--- config.mk ---
export PLATFORM = sky130hd
export DESIGN_NAME = imrs_ram
export DESIGN_NICKNAME = d
export VERILOG_FILES = /design/src/sv/imrs_ram.sv
export SDC_FILE = /design/constraint.sdc
export NUM_CORES = 1
export LEC_CHECK = 0
export BUFFER_PORTS_ARGS = -buffer_cell sky130_fd_sc_hd__buf_4
export CAP_MARGIN = 20
export CORE_MARGIN = 2
export CORE_UTILIZATION = 40
export DETAILED_ROUTE_END_ITERATION = 7
export RECOVER_POWER = 25
export SKIP_LAST_GASP = 1
export SLEW_MARGIN = 10
export SYNTH_ARGS = -nofsm -noshare
export SYNTH_HDL_FRONTEND = slang
export SYNTH_SLANG_ARGS = --single-unit
--- constraint.sdc ---
create_clock -name clk -period 2.5 [get_ports clk]
set_clock_uncertainty 0.15 [all_clocks]
set_input_delay 0.125 -clock clk [delete_from_list [all_inputs] [get_ports clk]]
set_output_delay 0.125 -clock clk [all_outputs]
set_load 0.02 [all_outputs]
--- src/sv/imrs_ram.sv ---
// Generic single-write, single-read RAM with registered read data.
`default_nettype none

module imrs_ram #(
	parameter int unsigned WIDTH = 8,
	parameter int unsigned DEPTH = 16,
	localparam int unsigned AW = (DEPTH > 1) ? $clog2(DEPTH) : 1
) (
	input  wire logic             clk,
	input  wire logic             we,
	input  wire logic [AW-1:0]    waddr,
	input  wire logic [WIDTH-1:0] wdata,
	input  wire logic             re,
	input  wire logic [AW-1:0]    raddr,
	output logic      [WIDTH-1:0] rdata
);

	logic [WIDTH-1:0] mem [DEPTH];

	always_ff @(posedge clk) begin
		if (we) begin
			mem[waddr] <= wdata;
		end
		if (re) begin
			rdata <= mem[raddr];
		end
	end

endmodule

`default_nettype wire

==> results of run 1 <==
==> layout make-up <==
cell class / count / area (µm²)
Multi-Input combinational cell: 83 / 1057
Tap cell: 172 / 215.2
Clock inverter: 15 / 254.0
Sequential cell: 136 / 4084
Clock buffer: 17 / 425.4
Timing Repair Buffer: 52 / 395.4
Fill cell: 1019 / 6240
==> power by group through the flow <==
stage	combinational (µW)	clock (µW)	sequential, µW
global placement	255	0	2630
floorplan	130	0	2640
detailed placement	261	0	2630
CTS	272	2890	2590
finish	262	2850	2590
global route	287	2980	2590
==> metal layers <==
metal | global-route usage [%] | up-vias
li1 | - | 1108
met1 | 20.96 | 1279
met2 | 24.93 | 75
met3 | 4.295 | 14
met4 | 7.982 | 0
met5 | 0 | -
==> sequential cells by signal, indices dropped and copies added (netlist names) <==
signal / flops
rdata: 8
mem: 128
==> final timing paths <==
check | startpoint | end | slack, ns | cells after the start
worst min register to register | mem[7][2] | rdata[2] | 0.59 | 3
worst max register to register | mem[9][1] | rdata[1] | 0.84 | 3
worst min-delay path | waddr[0] | mem[4][0] | 0.08 | 3
worst max-delay path | mem[9][1] | rdata[1] | 0.84 | 3
==> what timing repair did <==
action | in CTS | in global routing
setup buffers | 0 | 0
hold buffers | 9 | 0
endpoints found under the hold margin | 136 | 0
gates resized for setup | 0 | 0
==> kinds of logic after synthesis <==
| group | Yosys count |
|---|---|
| compound gates | 16 |
| buf+inv | 10 |
| flops | 136 |
| mux | 32 |
| simple gates | 35 |
==> critical path, cell delays in order, from the launching register on <==
cell	delay, ns
sky130_fd_sc_hd__edfxtp_1	0.39
sky130_fd_sc_hd__mux4_1	0.54
sky130_fd_sc_hd__a22oi_1	0.25
sky130_fd_sc_hd__nand2_1	0.08
==> per-stage QoR <==
| stage | utilization, % | instance area, µm² | hold WS (ns) |
|---|---|---|---|
| 2_1_floorplan | - | 5228 | 0.07387 |
| 3_3_place_gp | 44.92 | 5692 | 0.2815 |
| 3_5_place_dp | 44.92 | 5692 | 0.2950 |
| 4_1_cts | 50.99 | 6461 | 0.07076 |
| 5_1_grt | 50.76 | 6431 | 0.1016 |
| 6_report | 50.76 | 6431 | 0.08242 |
==> layout by cell type, fill, tap and decap left out, types with 8 or more instances in the layout <==
master and n:
sky130_fd_sc_hd__nand2_1 9, sky130_fd_sc_hd__nor2_1 13, sky130_fd_sc_hd__clkbuf_16 17, sky130_fd_sc_hd__dlygate4sd3_1 9, sky130_fd_sc_hd__clkbuf_1 8, sky130_fd_sc_hd__a22oi_1 16, sky130_fd_sc_hd__edfxtp_1 136, sky130_fd_sc_hd__mux4_2 18
sky130_fd_sc_hd__buf_4 34, sky130_fd_sc_hd__mux4_1 14
==> impl_metrics.env, run 1 <==
export IMPL_status="finished, final reports clean"
export IMPL_synth_compound_area_share_pct=2.298
export IMPL_ys_flop_type="sky130_fd_sc_hd__edfxtp_1"
export IMPL_synth_top_family_by_area="multiplexers"
export IMPL_vias=2476
export IMPL_number_of_nets_in_the_layout=309
export IMPL_detailroute_wirelength_met3_um=609
export IMPL_clock_insertion_delay_worst_skew_ns=0.41
export IMPL_synth_net_count=248
export IMPL_max_cap_violations=0
export IMPL_post_place_ws_ns=0.4992
export IMPL_start_kind="flop"
export IMPL_dp_cell_count=434
export IMPL_grt_util_all_layers_pct=16.05
export IMPL_ctsRootBufferMaster="sky130_fd_sc_hd__clkbuf_16"
export IMPL_synth_sequential_area_ratio_pct=78.12
export IMPL_timing_final_crit_share_pct=66.56
export IMPL_post_synth_inst_count=229
export IMPL_initial_utilization_pct=41.26
export IMPL_vias_per_cell=5.213
export IMPL_diodes=0
export IMPL_synth_edf_count=136
export IMPL_detail_route_antenna_nets=0
export IMPL_area_growth_synth_to_final_pct=23.03
export IMPL_power_leakage_uw=0.002167
export IMPL_num_io_pins=27
export IMPL_globalRoute_totalOverflow=0
export IMPL_final_hold_viol_count=0
export IMPL_instances_no_fill=475
export IMPL_report_final_setup_viol=0
export IMPL_critical_path_max_fanout=1
export IMPL_grt_max_degree=33
export IMPL_ir_drop_v=0.0005205
export IMPL_yosys_area_top_type="sky130_fd_sc_hd__edfxtp_1"
export IMPL_place_hpwl_um=6592
export IMPL_finalCriticalPeriod_ns=1.664
export IMPL_synthesis_area_um2=5228
export IMPL_worst_ep_arrival_time_ns=1.67
export IMPL_internal_power_uw=4644
export IMPL_power_density_over_cell_area_nw_per_um2=886.0
export IMPL_synth_area_leaders="sky130_fd_sc_hd__edfxtp_1 (78%), sky130_fd_sc_hd__mux4_2 (7.8%), sky130_fd_sc_hd__mux4_1 (7.0%), sky130_fd_sc_hd__a22oi_1 (2.3%), sky130_fd_sc_hd__nor2_1 (0.93%)"
export IMPL_clock_sink_count=136
export IMPL_route_layer_met1_wl_um=4389
export IMPL_max_clock_freq_mhz=600.9
export IMPL_power_share_clock_pct=50.0
export IMPL_combinationalPowerShare_pct=4.6
export IMPL_cts_tree="done"
export IMPL_path_class="flop to flop"
export IMPL_type_of_the_tightest_min_delay_check="primary input to flop"
export IMPL_top_signal_layer_used="met4"
export IMPL_maxSlewHeadroom_pct=48.86
export IMPL_post_route_cells_drive_above_1_share_pct=27.39
export IMPL_clkSlewWorstSetupHoldPaths_ns=0.06
export IMPL_cts_htree_levels=4
export IMPL_grt_pass1_wl_um=15970
export IMPL_synth_most_common_cell="sky130_fd_sc_hd__edfxtp_1"
export IMPL_synthDistinctLibCells=18
export IMPL_dieArea_um2=14000
export IMPL_synthSimpleGateAreaFrac_pct=3.135
export IMPL_synthAdderAreaFrac_pct=0
export IMPL_port_buffers=26
export IMPL_setup_tns_after_final_layout_ns=0
export IMPL_post_synth_mux_area_share_pct=14.79
export IMPL_place_gp_congestion=0.7379
export IMPL_floorplan_rows=41
export IMPL_yosys_warnings=0
export IMPL_drt_total_wl_um=10280
export IMPL_wl_per_cell_um=21.63
export IMPL_required_time_reported_for_the_critical_path_endpoint_ns=2.51
export IMPL_design_power_uw=5698
export IMPL_antenna_violations_before_repair=0
export IMPL_power_net_switching_uw=1054
export IMPL_seq_power_share_pct=45.4
export IMPL_number_of_global_route_vias_before_repair=2633
export IMPL_worst_slew_pin_transition_ns=0.7642
export IMPL_drc_errors=0
export IMPL_p_sw_share_pct=18.50
export IMPL_cp_end_kind="flop"
export IMPL_setup_ws_ns=0.8359
export IMPL_met2_wirelength_um=5080
export IMPL_timing_final_max_slew_violations=0
export IMPL_synthDominantCellAreaShare_pct=78.12
export IMPL_die_height_um=118.3
export IMPL_syn_avg_cell_area_um2=22.83
export IMPL_die_width_um=118.3
export IMPL_grt_setup_unrepaired="no"
export IMPL_synth_top_cells_by_count="sky130_fd_sc_hd__edfxtp_1 (136), sky130_fd_sc_hd__mux4_2 (18), sky130_fd_sc_hd__a22oi_1 (16)"
export IMPL_fraction_of_registers_with_async_set_reset_pct=0
export IMPL_number_of_register_bits_inferred_by_synthesis=136
export IMPL_clock_tree_buffer_depth=2
export IMPL_drt_first_pass_iters=4
export IMPL_synth_xor_xnor_area_share_pct=0
export IMPL_cts_made_buffers=17
export IMPL_coreArea_um2=12670
export IMPL_dr_first_iter_drc_count=186
Power figures use the tool's default switching activity.
==> run 2: changes to the inputs <==
clock period = 1.6 ns   (was 2.5 ns; I/O delays follow)
==> impl_metrics.env, run 2 (synthesis results as in run 1) <==
export IMPL_timing_critical_path_max_delay_family="multiplexers"
export IMPL_worst_r2r_cell_count=3
export IMPL_path_class="flop to flop"
export IMPL_grt_util_all_layers_pct=15.57
export IMPL_most_common_cell_after_layout_fill_and_taps_aside="sky130_fd_sc_hd__edfxtp_1"
export IMPL_top_regs="mem (128), rdata (8)"
export IMPL_slowest_stage="sky130_fd_sc_hd__mux4_1"
export IMPL_die_height_um=118.3
export IMPL_detail_route_antenna_nets=0
export IMPL_cp_end_kind="flop"
export IMPL_drt_total_wl_um=10200
export IMPL_cts_tree="done"
export IMPL_status="finished, final reports clean"
export IMPL_clock_tree_buffer_depth=2
export IMPL_grt_pass1_wl_um=15550
export IMPL_worstHoldStart="waddr[2]"
export IMPL_port_buffers=26
export IMPL_worst_slew_pin_transition_ns=0.8923
export IMPL_ctsRootBufferMaster="sky130_fd_sc_hd__clkbuf_16"
export IMPL_number_of_nets_in_the_layout=322
export IMPL_power_density_over_cell_area_nw_per_um2=1320
export IMPL_drc_errors=0
export IMPL_antenna_violations_before_repair=0
export IMPL_timing_final_crit_share_pct=98.02
export IMPL_hold_slack_ns=0.1414
export IMPL_start_kind="flop"
export IMPL_clkSlewWorstSetupHoldPaths_ns=0.06
export IMPL_crit_buf_inv=0
export IMPL_timing_critical_path_depth=3
export IMPL_top_register="mem"
export IMPL_post_route_cells_drive_above_1_share_pct=36.08
export IMPL_r2r_end="rdata[0]"
export IMPL_globalRoute_totalOverflow=0
export IMPL_wl_per_cell_um=20.90
export IMPL_final_hold_viol_count=0
export IMPL_grt_max_degree=21
export IMPL_critical_path_max_fanout=1
export IMPL_vias_per_cell=5.273
export IMPL_clock_sink_count=136
export IMPL_timing_final_max_slew_violations=0
export IMPL_clock_insertion_delay_worst_skew_ns=0.41
export IMPL_type_of_the_tightest_min_delay_check="primary input to flop"
export IMPL_grt_setup_unrepaired="yes"
export IMPL_initial_utilization_pct=41.26
export IMPL_fillers=1011
export IMPL_crit_chain="mux4_1 -> a22oi_2 -> nand2_1"
export IMPL_area_growth_synth_to_final_pct=25.16
export IMPL_num_io_pins=27
export IMPL_ir_drop_v=0.0007363
export IMPL_vias=2573
export IMPL_power_leakage_uw=0.002189
export IMPL_floorplan_rows=41
export IMPL_max_cap_violations=0
export IMPL_die_width_um=118.3
export IMPL_layout_cells_most_common_list="sky130_fd_sc_hd__edfxtp_1 (136), sky130_fd_sc_hd__buf_4 (45), sky130_fd_sc_hd__mux4_2 (28)"
export IMPL_place_gp_congestion=0.7762
export IMPL_dr_first_iter_drc_count=163
export IMPL_finalCriticalPeriod_ns=1.568
export IMPL_design_power_uw=8637
export IMPL_place_hpwl_um=6780
export IMPL_cts_made_buffers=17
export IMPL_largest_register_ffs=128
export IMPL_required_time_reported_for_the_critical_path_endpoint_ns=1.62
export IMPL_report_final_setup_viol=0
export IMPL_setup_worst_path_start="mem[1][0]"
export IMPL_share_of_the_core_filled_with_cells_in_the_final_layout_pct=51.63
export IMPL_maxSlewHeadroom_pct=40.30
export IMPL_setup_reg_to_reg_worst_slack_ns=0.03
export IMPL_worst_ep_arrival_time_ns=1.59
export IMPL_cts_htree_levels=4
export IMPL_r2r_start="mem[1][0]"
export IMPL_hold_path_end="mem[0][2]"
export IMPL_coreArea_um2=12670
export IMPL_diodes=0
export IMPL_max_clock_freq_mhz=637.6
export IMPL_dieArea_um2=14000
export IMPL_hold_path_cell_count=4
export IMPL_number_of_global_route_vias_before_repair=2712
export IMPL_setup_tns_after_final_layout_ns=0
export IMPL_critical_path_max_stage_delay_ns=0.52
export IMPL_drt_first_pass_iters=4
[run 2: cell type report]
class	instances	area, µm²	share of cell area [%]
Clock buffer	18	429.2	6.560
Clock inverter	14	202.7	3.098
Multi-Input combinational cell	83	1065	16.27
Sequential cell	136	4084	62.42
Tap cell	172	215.2	3.289
Timing Repair Buffer	65	546.8	8.357
[run 2: how the worst max path moves through the flow]
stage / endpoint
finish: rdata[0]
global route: rdata[4]
CTS: rdata[3]
detailed placement: rdata[3]
global placement: rdata[3]
floorplan: rdata[1]
[run 2: report_power, final]
group	switching, µW	internal [µW]	total, µW
registers	23.2	4020	4040
logic	243	214	457
clock network	1390	2750	4140
[run 2: stage by stage]
step / instances / cell area [µm²] / setup WS, ns
floorplan: 229 / 5233 / 0.08759
global placement: 445 / 5817 / -0.1994
detailed placement: 445 / 5817 / -0.1796
CTS: 488 / 6580 / -0.01577
global route: 488 / 6543 / -0.01130
finish: 488 / 6543 / 0.03168
[run 2: repair_timing]
action,in CTS,in global routing
hold buffers,11,0
setup endpoints to repair,5,7
buffers inserted,0,0
gates resized for setup,6,12
hold endpoints to repair,144,0
pin swaps,2,4
[run 2: worst reg2reg max path: cells and delay by family, from the launching register on]
family          cells  cell delay, ns
mux                 1            0.52
flops               1            0.35
compound gates      1            0.22
simple gates        1            0.08
[run 2: metal layers]
layer	wire [µm]	track usage (%)	vias to the layer above
li1	-	-	1122
met2	4997	24.21	79
met4	192	6.401	0
met3	494	4.826	17
met5	0	0	-
met1	4513	20.45	1355
==> run 3: changes to the inputs <==
--- a/config.mk
+++ b/config.mk
@@ -8,7 +8,7 @@
 export BUFFER_PORTS_ARGS = -buffer_cell sky130_fd_sc_hd__buf_4
 export CAP_MARGIN = 20
-export CORE_MARGIN = 2
 export CORE_UTILIZATION = 40
 export DETAILED_ROUTE_END_ITERATION = 7
+export HOLD_SLACK_MARGIN = 0.06
 export RECOVER_POWER = 25
 export SKIP_LAST_GASP = 1
==> constraint.sdc (replaced) <==
create_clock -name clk -period 1.6 [get_ports clk]
set_clock_uncertainty 0.15 [all_clocks]
set_input_delay 0.16 -clock clk [delete_from_list [all_inputs] [get_ports clk]]
set_output_delay 0.16 -clock clk [all_outputs]
set_load 0.02 [all_outputs]
==> impl_metrics.env, run 3 (synthesis results as in run 1) <==
export IMPL_worst_ep_arrival_time_ns=1.57
export IMPL_post_cts_repair_setup_buffers=0
export IMPL_drt_total_wl_um=9877
export IMPL_detail_route_antenna_nets=0
export IMPL_status="finished, final reports clean"
export IMPL_grt_util_all_layers_pct=16.74
export IMPL_post_place_ws_ns=-0.3261
export IMPL_die_height_um=116.3
export IMPL_timing_final_crit_share_pct=98.65
export IMPL_antenna_violations_before_repair=0
export IMPL_diodes=0
export IMPL_timing_critical_path_depth=3
export IMPL_max_clock_freq_mhz=633.6
export IMPL_max_cap_violations=0
export IMPL_ir_drop_v=0.0007320
export IMPL_critical_path_max_stage_delay_ns=0.50
export IMPL_place_hpwl_um=6551
export IMPL_report_final_setup_viol=0
export IMPL_hold_path_cell_count=3
export IMPL_wl_per_cell_um=20.32
export IMPL_drc_errors=0
export IMPL_setup_tns_after_final_layout_ns=0
export IMPL_initial_utilization_pct=41.26
export IMPL_area_growth_synth_to_final_pct=23.24
export IMPL_setup_ws_ns=0.02165
export IMPL_path_class="flop to flop"
export IMPL_share_of_the_core_filled_with_cells_in_the_final_layout_pct=50.84
export IMPL_slowest_stage="sky130_fd_sc_hd__mux4_1"
export IMPL_port_buffers=26
export IMPL_vias_per_cell=5.138
export IMPL_power_density_over_cell_area_nw_per_um2=1242
export IMPL_hold_slack_ns=0.1192
export IMPL_globalRoute_totalOverflow=0
export IMPL_clock_sink_count=136
export IMPL_type_of_the_tightest_min_delay_check="primary input to flop"
export IMPL_critical_path_max_fanout=1
export IMPL_worst_r2r_cell_count=3
export IMPL_grt_pass1_wl_um=15350
export IMPL_crit_chain="mux4_1 -> a22oi_1 -> nand2_1"
export IMPL_num_io_pins=27
export IMPL_place_gp_congestion=0.6962
export IMPL_crit_buf_inv=0
export IMPL_cp_end_kind="flop"
export IMPL_dieArea_um2=13530
export IMPL_required_time_reported_for_the_critical_path_endpoint_ns=1.59
export IMPL_floorplan_rows=41
export IMPL_dr_first_iter_drc_count=159
export IMPL_maxSlewHeadroom_pct=40.89
export IMPL_vias=2497
export IMPL_die_width_um=116.3
export IMPL_final_hold_viol_count=0
export IMPL_cts_htree_levels=4
export IMPL_timing_critical_path_max_delay_family="multiplexers"
export IMPL_coreArea_um2=12670
export IMPL_most_common_cell_after_layout_fill_and_taps_aside="sky130_fd_sc_hd__edfxtp_1"
export IMPL_grt_setup_unrepaired="yes"
export IMPL_worst_slew_pin_transition_ns=0.8848
export IMPL_number_of_nets_in_the_layout=320
export IMPL_cts_tree="done"
export IMPL_post_route_cells_drive_above_1_share_pct=31.85
export IMPL_top_register="mem"
export IMPL_design_power_uw=8002
export IMPL_clkSlewWorstSetupHoldPaths_ns=0.06
export IMPL_ctsRootBufferMaster="sky130_fd_sc_hd__clkbuf_16"
export IMPL_power_leakage_uw=0.002140
export IMPL_top_regs="mem (128), rdata (8)"
export IMPL_clock_insertion_delay_worst_skew_ns=0.41
export IMPL_drt_first_pass_iters=6
export IMPL_finalCriticalPeriod_ns=1.578
export IMPL_clock_tree_buffer_depth=2
export IMPL_timing_final_max_slew_violations=0
export IMPL_largest_register_ffs=128
export IMPL_start_kind="flop"
export IMPL_cts_made_buffers=17
export IMPL_grt_max_degree=17
export IMPL_layout_cells_most_common_list="sky130_fd_sc_hd__edfxtp_1 (136), sky130_fd_sc_hd__buf_4 (41), sky130_fd_sc_hd__mux4_2 (19)"
export IMPL_number_of_global_route_vias_before_repair=2634
run 3: cell types whose count changed in the layout (fill, tap and decap cells not counted), sizes merged:
| cell | change |
|---|---|
| buf | -4 |
| clkinvlp | +4 |
| inv | -1 |
| dlygate4sd3 | -2 |
| bufinv | -4 |
| clkinv | +1 |
| clkbuf | +4 |
run 3: per-stage QoR:
step	cells	instance area [µm²]
after detailed placement	445	5817
final	486	6442
after floorplan	229	5233
after CTS	486	6460
after global placement	445	5817
after global routing	486	6442
run 3: timing repair:
action / CTS / global route
hold buffers: 9 / 0
setup endpoints to repair: 5 / 7
gates resized for setup: 3 / 5
pin swaps: 0 / 3
hold endpoints to repair: 136 / 0
run 3: routing by layer:
metal  GRT usage, %  up-vias  part of all wire (%)
met3          4.048       14                   5.9
met1          21.55     1279                    41
met5              0        -                     0
met2          27.06       81                    51
met4          7.692        0                   1.4
li1               -     1123                     -
run 3: worst reg2reg max path, cell delays in order, from the launching register on:
cell and delay, ns:
sky130_fd_sc_hd__edfxtp_1 0.34, sky130_fd_sc_hd__mux4_1 0.50, sky130_fd_sc_hd__a22oi_1 0.21, sky130_fd_sc_hd__nand2_1 0.11
run 3: report_power, final:
part	switching, µW	leakage (µW)	internal (µW)
Clock	1410	0.000244	2110
Sequential	23.0	0.00124	4020
Combinational	236	0.000659	213
run 3: area by class of cell:
cell class                 count  area, µm²
multi-input combinational     83       1094
clock inverter                14      108.9
clock buffer                  18      429.2
sequential                   136       4084
fill                        1031       6228
timing repair buffer          63      511.7
tap                          172      215.2
run 3: path summary, 6_finish.rpt:
path	slack, ns	to	from
setup reg to reg	0.02	rdata[5]	mem[9][5]
hold reg to reg	0.59	rdata[2]	mem[4][2]
setup / recovery	0.02	rdata[5]	mem[9][5]
hold / removal	0.12	mem[0][2]	waddr[0]
